==> src/sv/ucfd_pkg.sv <==
package ucfd_pkg;

  // Field types of the byte and result channels.
  typedef logic [7:0] byte_t;
  typedef logic [2:0] cmd_t;
  typedef logic [6:0] period_t;
  typedef logic [1:0] phase_t;

  // Framing characters.
  localparam byte_t BYTE_START = 8'h26;
  localparam byte_t BYTE_END   = 8'h2A;
  localparam byte_t BYTE_T     = 8'h54;
  localparam byte_t BYTE_USCORE = 8'h5F;
  localparam byte_t BYTE_ZERO  = 8'h30;
  localparam byte_t BYTE_NINE  = 8'h39;

  // Mode words, first character in the top byte.
  localparam logic [31:0] WORD_NORM = 32'h6E6F726D;
  localparam logic [31:0] WORD_HUMD = 32'h68756D64;
  localparam logic [31:0] WORD_TEMP = 32'h74656D70;

  // Command codes.
  localparam cmd_t CMD_NORMAL  = 3'd0;
  localparam cmd_t CMD_HUMID   = 3'd1;
  localparam cmd_t CMD_TEMP    = 3'd2;
  localparam cmd_t CMD_PERIOD  = 3'd3;
  localparam cmd_t CMD_UNKNOWN = 3'd4;

  // Frame phase codes; the unused code behaves as idle.
  localparam phase_t PHASE_IDLE    = 2'd0;
  localparam phase_t PHASE_COLLECT = 2'd1;
  localparam phase_t PHASE_DISCARD = 2'd2;

  // Largest period value that two digits can give.
  localparam period_t PERIOD_MAX = 7'd99;

endpackage

==> src/sv/uart_command_frame_decoder_core.sv <==
// A result for the closing '*' is registered in the result register, or in the skid register while out_ is stalled.
// Throughput: one byte per cycle while in_stall is low; the frame buffer and decode sit between the byte
// input and a result register backed by a one-entry skid register.
// Reset: rst_n is synchronous and active low; it returns the decoder to idle, clears the
// byte count and empties the result and skid registers. Buffer contents are not reset.
module uart_command_frame_decoder_core
  import ucfd_pkg::*;
#(
  parameter int FRAME_LEN = 6
) (
  input  logic    clk,
  input  logic    rst_n,
  input  logic    in_valid,
  output logic    in_stall,
  input  byte_t   in_rx_byte,
  output logic    out_valid,
  input  logic    out_stall,
  output cmd_t    out_command,
  output period_t out_period_value
);

  localparam int SLOTS = FRAME_LEN - 1;
  localparam int CNT_W = $clog2(SLOTS + 1);
  localparam int IDX_W = $clog2(SLOTS);
  localparam logic [CNT_W-1:0] SLOT_CNT  = CNT_W'(SLOTS);
  localparam logic [CNT_W-1:0] LAST_SLOT = CNT_W'(SLOTS - 1);
  localparam logic [CNT_W-1:0] MODE_CNT  = CNT_W'(4);

  phase_t           phase_r, phase_nxt;
  logic [CNT_W-1:0] count_r, count_nxt;
  byte_t            frame_r [SLOTS];

  logic    accept;
  logic    is_start;
  logic    is_end;
  logic    wr_en;
  logic    res_valid;
  cmd_t    res_command;
  period_t res_period;

  byte_t       eff [4];
  logic [31:0] word;
  logic        dig2, dig3;
  period_t     d2, d3;

  logic    out_valid_r;
  cmd_t    out_command_r;
  period_t out_period_r;
  logic    skid_valid_r;
  cmd_t    skid_command_r;
  period_t skid_period_r;
  logic    out_held;

  assign accept   = in_valid & ~in_stall;
  assign is_start = (in_rx_byte == BYTE_START);
  assign is_end   = (in_rx_byte == BYTE_END);

  // Frame tracking: start, store, close or overflow on each accepted byte.
  always_comb begin
    phase_nxt = phase_r;
    count_nxt = count_r;
    wr_en     = 1'b0;
    res_valid = 1'b0;
    if (accept) begin
      if (is_start) begin
        phase_nxt = PHASE_COLLECT;
        count_nxt = '0;
      end else if (phase_r == PHASE_COLLECT) begin
        if (count_r >= SLOT_CNT) begin
          phase_nxt = PHASE_DISCARD;
          count_nxt = '0;
        end else begin
          wr_en = 1'b1;
          if (is_end) begin
            res_valid = 1'b1;
            phase_nxt = PHASE_IDLE;
            count_nxt = '0;
          end else if (count_r == LAST_SLOT) begin
            phase_nxt = PHASE_DISCARD;
            count_nxt = '0;
          end else begin
            count_nxt = count_r + 1'b1;
          end
        end
      end
    end
  end

  always_ff @(posedge clk) begin
    if (!rst_n) begin
      phase_r <= PHASE_IDLE;
      count_r <= '0;
    end else begin
      phase_r <= phase_nxt;
      count_r <= count_nxt;
    end
  end

  // Frame buffer, written at the current byte position.
  always_ff @(posedge clk) begin
    if (wr_en) begin
      frame_r[count_r[IDX_W-1:0]] <= in_rx_byte;
    end
  end

  // The closing byte is not yet in the buffer, so it stands in at its own position.
  always_comb begin
    for (int j = 0; j < 4; j++) begin
      eff[j] = (count_r == CNT_W'(j)) ? in_rx_byte : frame_r[j];
    end
  end

  assign word = {eff[0], eff[1], eff[2], eff[3]};
  assign dig2 = (eff[2] >= BYTE_ZERO) && (eff[2] <= BYTE_NINE);
  assign dig3 = (eff[3] >= BYTE_ZERO) && (eff[3] <= BYTE_NINE);
  assign d2   = {3'b000, eff[2][3:0]};
  assign d3   = {3'b000, eff[3][3:0]};

  // Decode of the closed frame; mode words take precedence over the period form.
  always_comb begin
    res_command = CMD_UNKNOWN;
    res_period  = '0;
    priority if (count_r == MODE_CNT && word == WORD_NORM) begin
      res_command = CMD_NORMAL;
    end else if (count_r == MODE_CNT && word == WORD_HUMD) begin
      res_command = CMD_HUMID;
    end else if (count_r == MODE_CNT && word == WORD_TEMP) begin
      res_command = CMD_TEMP;
    end else if (count_r != '0 && eff[0] == BYTE_T && eff[1] == BYTE_USCORE) begin
      res_command = CMD_PERIOD;
      if (dig2 && dig3) begin
        res_period = (d2 << 3) + (d2 << 1) + d3;
      end else if (dig2) begin
        res_period = d2;
      end
    end
  end

  // Result register with a skid entry so that a stalled result does not block input.
  assign out_held = out_valid_r & out_stall;
  assign in_stall = skid_valid_r;

  always_ff @(posedge clk) begin
    if (!rst_n) begin
      out_valid_r  <= 1'b0;
      skid_valid_r <= 1'b0;
    end else if (out_held) begin
      if (res_valid) begin
        skid_valid_r <= 1'b1;
      end
    end else if (skid_valid_r) begin
      out_valid_r  <= 1'b1;
      skid_valid_r <= 1'b0;
    end else begin
      out_valid_r <= res_valid;
    end
  end

  always_ff @(posedge clk) begin
    if (out_held) begin
      if (res_valid) begin
        skid_command_r <= res_command;
        skid_period_r  <= res_period;
      end
    end else if (skid_valid_r) begin
      out_command_r <= skid_command_r;
      out_period_r  <= skid_period_r;
    end else if (res_valid) begin
      out_command_r <= res_command;
      out_period_r  <= res_period;
    end
  end

  assign out_valid        = out_valid_r;
  assign out_command      = out_command_r;
  assign out_period_value = out_period_r;

endmodule

==> config.mk <==
export PLATFORM = sky130hd
export DESIGN_NAME = uart_command_frame_decoder_core
export DESIGN_NICKNAME = d
export VERILOG_FILES = /design/src/sv/ucfd_pkg.sv /design/src/sv/uart_command_frame_decoder_core.sv
export SDC_FILE = /design/constraint.sdc
export NUM_CORES = 1
export LEC_CHECK = 0
export BUFFER_PORTS_ARGS = -buffer_cell sky130_fd_sc_hd__buf_2
export CAP_MARGIN = 10
export CORE_ASPECT_RATIO = 0.75
export CORE_MARGIN = 5
export CORE_UTILIZATION = 44
export CTS_BUF_LIST = sky130_fd_sc_hd__clkbuf_4
export CTS_CLUSTER_DIAMETER = 60
export DETAILED_ROUTE_END_ITERATION = 10
export PLACE_DENSITY = 0.64
export SLEW_MARGIN = 5
export SYNTH_ARGS = -nofsm -noshare
export SYNTH_HDL_FRONTEND = slang
export SYNTH_SLANG_ARGS = --single-unit
export TNS_END_PERCENT = 100
==> constraint.sdc <==
create_clock -name clk -period 6.4 [get_ports clk]
set_clock_uncertainty 0.2 [all_clocks]
set_input_delay 0.96 -clock clk [delete_from_list [all_inputs] [get_ports clk]]
set_output_delay 0.96 -clock clk [all_outputs]
set_load 0.01 [all_outputs]
==> results.txt, run 1 <==
----------------------------------------------------
[Die]
  Die boundary width ... approximately 110 um
  Top-level I/O count ... 24
  Total Die Area ... about 0.009 mm2
  Die Span Y ... between 80 and 90 um
  Initial core utilization ... 0.462
  Core Rows ... 26
  Placeable core area ... around 0.0069 mm2

[Critical path]
  Cell occurring most often along the worst timing path ... sky130_fd_sc_hd__ha_1
  Maximum single-stage delay on the critical path ... around 0.44 ns
  Crit. End Element ... register
  Crit path launch type ... register
  Critical-path cell with the highest stage delay ... sky130_fd_sc_hd__dfxtp_1
  Ordered list of cells on the worst path ... ha_1 -> ha_1 -> mux2_2 -> ha_1 -> ha_1 -> fa_1 -> a21o_1 -> a21oi_1 -> xor2_1 -> o31ai_2
  Maximum fanout along the worst path ... 11
  Data required time at the worst endpoint ... between 6 and 7 ns
  Type of the worst setup path ... reg2reg
  Critical path arrival ... approximately 3.6 ns

[Synth]
  Share of synthesized flip-flops with an asynchronous set or reset ... 0
  Synth top area cells ... sky130_fd_sc_hd__edfxtp_1, sky130_fd_sc_hd__dfxtp_1, sky130_fd_sc_hd__ha_1
  Post-synth design cell area ... 0.00320 mm2
  Number of flops mapped to enable cells by yosys ... between 50 and 60
  Synth Warn # ... 0
  Proportion of synthesized chip area in sequential cells ... 0.532
  Share of Yosys cell area claimed by the top area cell type ... 0.488
  Top cells by instance count after synthesis ... sky130_fd_sc_hd__edfxtp_1, sky130_fd_sc_hd__nor2_1, sky130_fd_sc_hd__nand2_1
  Number of storage elements in the synthesis netlist ... 59
  Post-Synthesis Net Count ... 290
  Library cell occupying the most area in the post-synthesis netlist ... sky130_fd_sc_hd__edfxtp_1
  Most used standard cell by instance count after synthesis ... sky130_fd_sc_hd__edfxtp_1
  Synth Flop Type ... sky130_fd_sc_hd__edfxtp_1
  Synthesized instance count ... around 270
  Synth cell types ... 57
  Synth Area per Inst ... ~12 um2

[Placed design]
  HPWL after detailed placement ... approximately 4.9 mm
  Placed cells ... approximately 380
  Count of buffers from port buffering ... 23
  Final weighted congestion of routability-driven global placement ... 0.856

[Global routing]
  Global-route wire length before repair ... roughly 11 mm
  Initial antenna violation count ... 0
  Global route total overflow ... 0
  Largest net degree at the start of global routing ... 22
  Overall Global Routing Usage ... 0.163
  Via count of the first global-routing pass ... around 2.1k

[Finish]
  Diodes inserted ... 0
  Area growth from synthesis to layout ... 8.88%
  Nets@finish ... 314
  Share of cells above drive strength 1 ... 0.218
  Number of inserted filler cells in the final layout ... 620
  Number of cells in the finished layout apart from fillers ... 392

[Routing]
  Number of nets with antenna violations after routing ... 0
  Per-cell routed wire length ... approximately 17 um
  Highest metal layer used by the detailed router ... met4
  DRT Wirelength ... a little under 7 mm
  Routed met1 length ... between 3 and 4 mm
  Via-per-instance ratio ... between 5 and 6
  Total length of routed met2 wires ... ~2.9 mm
  DR vias ... between 2k and 2.5k
  DR pass1 iterations ... 5
  Iter 0 DRT Violations ... between 200 and 250
  Met3 layer wire length in the routed design ... between 400 and 500 um
  DRC ... 0

[Hold path]
  Hold/Removal Path Class ... reg2reg

[Timing]
  Normalized max-slew margin ... 0.337
  Final period demand of the worst path ... about 3.6 ns
  Number of hold violations in the final report ... 0
  Least-Margin Pin Slew ... about 0.99 ns
  Fmax ... around 280 MHz
  Final setup violation count ... 0
  Post-route setup TNS ... 0 ns
  RSZ-0062 raised after global routing ... no
  Post-route fraction of the period consumed by the critical path ... 0.565
  Max-slew violations ... 0

[CTS]
  Number of buffers created by CTS ... 9
  Clock tree from TritonCTS ... built
  Hold-fix buffers at CTS ... 0
  Number of clock sinks seen by CTS ... 59
  Latest clock arrival within the worst-skew pair ... roughly 0.41 ns
  Bufs on Longest Clock Path ... 2
  CTS-repair resized insts ... 0
  Count of buffers added by post-CTS timing repair for setup ... 0
  Clock Tree Root ... sky130_fd_sc_hd__clkbuf_4
  Number of H-tree levels ... 3
  Clock-pin slew on the worst setup and hold paths ... ~0.09 ns

[Run]
  # Max-Cap Violations ... 0

[Power]
  Power density over cell area ... 184 mW/mm2
  Worst-case vdd ir drop ... 0.0000983 V
  Static leakage ... approximately 1.3 nW

[Run status]
  Status ... finished clean

----------------------------------------------------
==> where the power goes <==
group | total, mW | internal [mW] | switching, mW
Clock | 0.206 | 0.0769 | 0.129
Sequential | 0.415 | 0.415 | 0.0000611
Combinational | 0.0195 | 0.00572 | 0.0138
Total | 0.641 | 0.498 | 0.143
==> per-layer routing <==
layer	track usage	up-vias
li1	-	1066
met5	0	-
met1	0.232	992
met2	0.218	64
met4	0.0585	0
met3	0.0688	4
==> worst max-delay path: cells and delay by family (launching register included) <==
family / cells / cell delay (ns)
fa+ha+maj: 5 / 1.60
xor+xnor: 1 / 0.25
mux: 1 / 0.43
compound gates: 3 / 0.43
flops: 1 / 0.44
==> placed cells by master (no fill, tap or decap), drive strengths merged, types with 4 or more instances in the layout <==
cell type / synthesis / final
a21oi: 16 / 16
nand3: 6 / 6
nand2b: 6 / 6
or3: 4 / 4
o31ai: 8 / 8
ha: 11 / 11
buf: 6 / 24
nor3: 5 / 5
nor3b: 4 / 4
inv: 8 / 8
a31oi: 6 / 6
nand2: 18 / 18
nand4: 4 / 4
nor2: 23 / 23
edfxtp: 52 / 52
clkbuf: 5 / 10
nor2b: 5 / 5
dfxtp: 7 / 7
clkinv: 0 / 5
mux2: 10 / 10
and3: 7 / 7
mux2i: 13 / 13
==> final timing paths <==
kind	from	to	slack (ns)	depth (start not counted)
hold reg to reg	out_valid	in_stall	0.30	2
setup reg to reg	count_r[1]	out_period_value[6]	2.78	10
hold / removal	out_valid	in_stall	0.30	2
setup / recovery	count_r[1]	out_period_value[6]	2.78	10
==> sequential cells by signal, summed over array words and instances, names as in the netlist <==
| name | count |
|---|---|
| frame_r | 32 |
| out_period_value | 7 |
| skid_period_r | 7 |
| count_r | 3 |
| out_command | 3 |
| skid_command_r | 3 |
| phase_r | 2 |
| in_stall | 1 |
| out_valid | 1 |
==> cells by family after synthesis <==
kind of cell / Yosys count / synth area share
simple gates: 103 / 0.193
flops: 59 / 0.532
compound gates: 44 / 0.102
mux: 23 / 0.0794
buf+inv: 19 / 0.0274
fa+ha+maj: 12 / 0.0493
xor+xnor: 6 / 0.0164
==> area by class of cell <==
cell class              instances  area, um2  area share
clock inverters                 5       21.3     0.00611
clock buffers                  10       75.1      0.0216
repair buffers                 24        123      0.0352
well taps                      98        123      0.0352
flip-flops and latches         59       1700       0.489
multi-input cells             188       1410       0.405
inverters                       8       30.0     0.00862
==> stage by stage <==
step / hold slack, ns / setup slack (ns) / utilization / instance area (um2) / power [mW]
2_1_floorplan: 0.245 / 3.02 / - / 3200 / 0.433
3_3_place_gp: 0.270 / 2.86 / 0.489 / 3390 / 0.443
3_5_place_dp: 0.281 / 2.74 / 0.489 / 3390 / 0.444
4_1_cts: 0.298 / 2.77 / 0.503 / 3480 / 0.650
5_1_grt: 0.322 / 2.59 / 0.503 / 3480 / 0.671
6_report: 0.295 / 2.78 / 0.503 / 3480 / 0.641
Note: power is estimated with default switching activity, not from simulation.
==> run 2: changes to the inputs <==
Settings changed: ABC_AREA set to 1, PLACE_DENSITY 0.64 to 0.66.
Clock period 6.4 ns to 3.1 ns, I/O delays scaled along.
==> run 2 against run 1 <==
Compared with the run above:
- final cell count is 68% higher
- non-clock buffer count is 26 higher
- sequential power up 110%
- fmax grew 23%
- first-iteration DRC count is 43% higher
- synthesized cell count increased by 86%
- critical path type unchanged
- critical endpoint unchanged
- largest power group unchanged
==> results.txt, run 2 <==
----------------------------------------------------
[Run status]
  Status ... finished clean

[CTS]
  Number of H-tree levels ... 3
  Number of buffers created by CTS ... 9
  Hold-fix buffers at CTS ... 0
  Latest clock arrival within the worst-skew pair ... around 0.40 ns
  Bufs on Longest Clock Path ... 2
  Clock Tree Root ... sky130_fd_sc_hd__clkbuf_4
  Number of clock sinks seen by CTS ... 59
  Clock tree from TritonCTS ... built
  Clock-pin slew on the worst setup and hold paths ... 0.09 ns

[Die]
  Die Span Y ... 90.2 um
  Top-level I/O count ... 24
  Die boundary width ... around 120 um
  Placeable core area ... ~0.0084 mm2
  Core Rows ... 29
  Initial core utilization ... 0.448
  Total Die Area ... about 0.011 mm2

[Timing]
  Final period demand of the worst path ... between 2 and 3 ns
  Number of hold violations in the final report ... 0
  Worst slack on hold paths ... between 0.1 and 0.15 ns
  Normalized max-slew margin ... 0.490
  Post-route setup TNS ... 0 ns
  Fmax ... between 300 and 400 MHz
  Max-slew violations ... 0
  Post-route fraction of the period consumed by the critical path ... 0.952
  Final setup violation count ... 0
  Least-Margin Pin Slew ... 0.761 ns
  Final worst slack ... about 0.15 ns

[Global routing]
  Global route total overflow ... 0
  Initial antenna violation count ... 0
  Global-route wire length before repair ... roughly 16 mm
  Via count of the first global-routing pass ... 3274
  Largest net degree at the start of global routing ... 18
  Overall Global Routing Usage ... 0.200

[Placed design]
  Final weighted congestion of routability-driven global placement ... around 0.97
  Post-DP Area ... 0.00414 mm2
  Dpl ws ... around 0.063 ns
  HPWL after detailed placement ... 7.52 mm
  Count of buffers from port buffering ... 23
  Placed cells ... 640

[Power]
  Share of power burned in the clock network ... 0.368
  Switching Fraction ... 0.219
  Total power draw ... between 1 and 1.5 mW
  Switching power total ... 318 uW
  Static leakage ... about 1.9 nW
  Power density over cell area ... between 300 and 400 mW/mm2
  Share of total power in sequential cells ... 0.592
  Internal power component ... around 1.1 mW
  Worst-case vdd ir drop ... between 0.0002 and 0.00025 V
  Portion of total power attributed to combinational logic ... 0.041

[Synth]
  Synth top area cells ... sky130_fd_sc_hd__edfxtp_1, sky130_fd_sc_hd__nand2_1, sky130_fd_sc_hd__nor2_1
  Share of Yosys cell area claimed by the top area cell type ... 0.414
  Proportion of synthesized chip area in sequential cells ... 0.451
  Synth cell types ... 33
  Synth Area per Inst ... between 7 and 8 um2
  Post-synth design cell area ... 0.00377 mm2
  Synth Flop Type ... sky130_fd_sc_hd__edfxtp_1
  Top cells by instance count after synthesis ... sky130_fd_sc_hd__nand2_1, sky130_fd_sc_hd__nor2_1, sky130_fd_sc_hd__inv_1
  Number of flops mapped to enable cells by yosys ... 52
  Post-Synthesis Net Count ... between 500 and 600
  Synthesized instance count ... ~490
  Share of synthesized flip-flops with an asynchronous set or reset ... 0
  Synth Warn # ... 0
  Most used standard cell by instance count after synthesis ... sky130_fd_sc_hd__nand2_1
  Number of storage elements in the synthesis netlist ... just under 60
  Library cell occupying the most area in the post-synthesis netlist ... sky130_fd_sc_hd__edfxtp_1

[Routing]
  DRT Wirelength ... ~9.8 mm
  DR pass1 iterations ... 7
  DRC ... 0
  Via-per-instance ratio ... approximately 5.2
  Per-cell routed wire length ... about 15 um
  Number of nets with antenna violations after routing ... 0
  DR vias ... approximately 3.4k
  Iter 0 DRT Violations ... just under 300

[Critical path]
  Type of the worst setup path ... reg2reg
  FF-to-FF Start ... count_r[1]
  Crit path launch type ... register
  Crit. End Element ... register
  Slack of the worst reg-to-reg path ... 0.15 ns
  Number of cells traversed by the worst register-to-register path ... 15
  Maximum fanout along the worst path ... 5
  Data required time at the worst endpoint ... between 3 and 4 ns
  Critical path arrival ... a little under 3 ns
  Worst reg2reg endpoint ... out_period_value[6]

[Finish]
  Nets@finish ... 571
  Share of cells above drive strength 1 ... 0.187
  Total area of multi-input combinational cells ... 0.00182 mm2
  Number of cells in the finished layout apart from fillers ... 660
  Post-layout utilization of the core ... 0.515
  Area taken by flip-flops and latches ... roughly 0.0017 mm2
  Number of inserted filler cells in the final layout ... slightly above 800
  Area of all placed cells without fillers ... 0.00433 mm2
  Area growth from synthesis to layout ... 14.8%
  Largest register FFs ... 32
  Diodes inserted ... 0
  Most common cell after layout, fill and taps aside ... sky130_fd_sc_hd__nand2_1
  Most frequent cells in the layout ... sky130_fd_sc_hd__nand2_1, sky130_fd_sc_hd__nor2_1, sky130_fd_sc_hd__inv_1, sky130_fd_sc_hd__edfxtp_1, sky130_fd_sc_hd__nand3_1

[Hold path]
  Capture endpoint of the worst hold path ... phase_r[1]
  Hold Crit Start ... rst_n
  Cell depth of the worst hold path ... 3
  Hold/Removal Path Class ... in2reg

[Run]
  # Max-Cap Violations ... 0

----------------------------------------------------
## run 2: cell types whose count changed after synthesis, sizes merged, moves of 9 or more
cell,change
nand2,+164
mux2i,-13
nor2,+45
inv,+52
nand3,+39
nor3,+10
mux2,-10
nand4,+9
## run 2: worst max path at each step
stage / to / slack (ns) / startpoint / depth (start not counted)
after floorplan: out_period_value[6] / 0.02 / count_r[0] / 17
after global placement: out_period_value[6] / 0.15 / count_r[1] / 16
after detailed placement: out_period_value[6] / 0.06 / in_rx_byte[1] / 15
after CTS: out_period_value[6] / 0.04 / count_r[0] / 16
after global routing: out_period_value[6] / -0.02 / count_r[1] / 15
final: out_period_value[6] / 0.15 / count_r[1] / 15
## run 2: repair_timing
| item | 4_1_cts | 5_1_grt |
|---|---|---|
| resized for setup | 0 | 10 |
| buffers inserted | 0 | 2 |
| setup endpoints to repair | 0 | 3 |
## run 2: final cells by class
cell class	instances	share of cell area
flip-flops and latches	59	0.394
inverters	61	0.0534
repair buffers	50	0.0730
multi-input cells	366	0.419
well taps	108	0.0312
clock buffers	11	0.0191
clock inverters	5	0.0104
## run 2: per-layer routing
layer,up-vias,GRT usage,part of all wire
li1,1716,-,-
met1,1570,0.283,0.45
met3,17,0.0456,0.089
met4,0,0.0602,0.018
met2,134,0.302,0.44
met5,-,0,0
## run 2: cells by family after synthesis
family / after synthesis / synth area share
AO/OA/AOI/OAI: 21 / 0.0305
XOR/XNOR: 5 / 0.0116
adder cells (fa/ha/maj): 12 / 0.0418
buffers and inverters: 69 / 0.0766
flip-flops: 59 / 0.451
AND/OR/NAND/NOR: 328 / 0.389
## run 2: worst max-delay path, stage by stage, from the launching register on
cell and delay [ns]:
sky130_fd_sc_hd__dfxtp_4 0.38, sky130_fd_sc_hd__ha_1 0.18, sky130_fd_sc_hd__ha_1 0.21, sky130_fd_sc_hd__inv_2 0.09
sky130_fd_sc_hd__nand2_1 0.07, sky130_fd_sc_hd__o21ai_2 0.07, sky130_fd_sc_hd__ha_1 0.26, sky130_fd_sc_hd__ha_2 0.21
sky130_fd_sc_hd__fa_2 0.35, sky130_fd_sc_hd__nand2_1 0.08, sky130_fd_sc_hd__nand2_1 0.06, sky130_fd_sc_hd__a21oi_2 0.16
sky130_fd_sc_hd__xor2_1 0.20, sky130_fd_sc_hd__nor2_1 0.08, sky130_fd_sc_hd__nand3_1 0.07, sky130_fd_sc_hd__nand2_1 0.05
## run 2: power by group through the flow
stage | Combinational (mW) | Sequential, mW | Clock (mW)
after floorplan | 0.0253 | 0.876 | 0
after global placement | 0.0579 | 0.876 | 0
after detailed placement | 0.0579 | 0.876 | 0
after CTS | 0.0581 | 0.857 | 0.544
after global routing | 0.0652 | 0.857 | 0.581
final | 0.0588 | 0.857 | 0.532
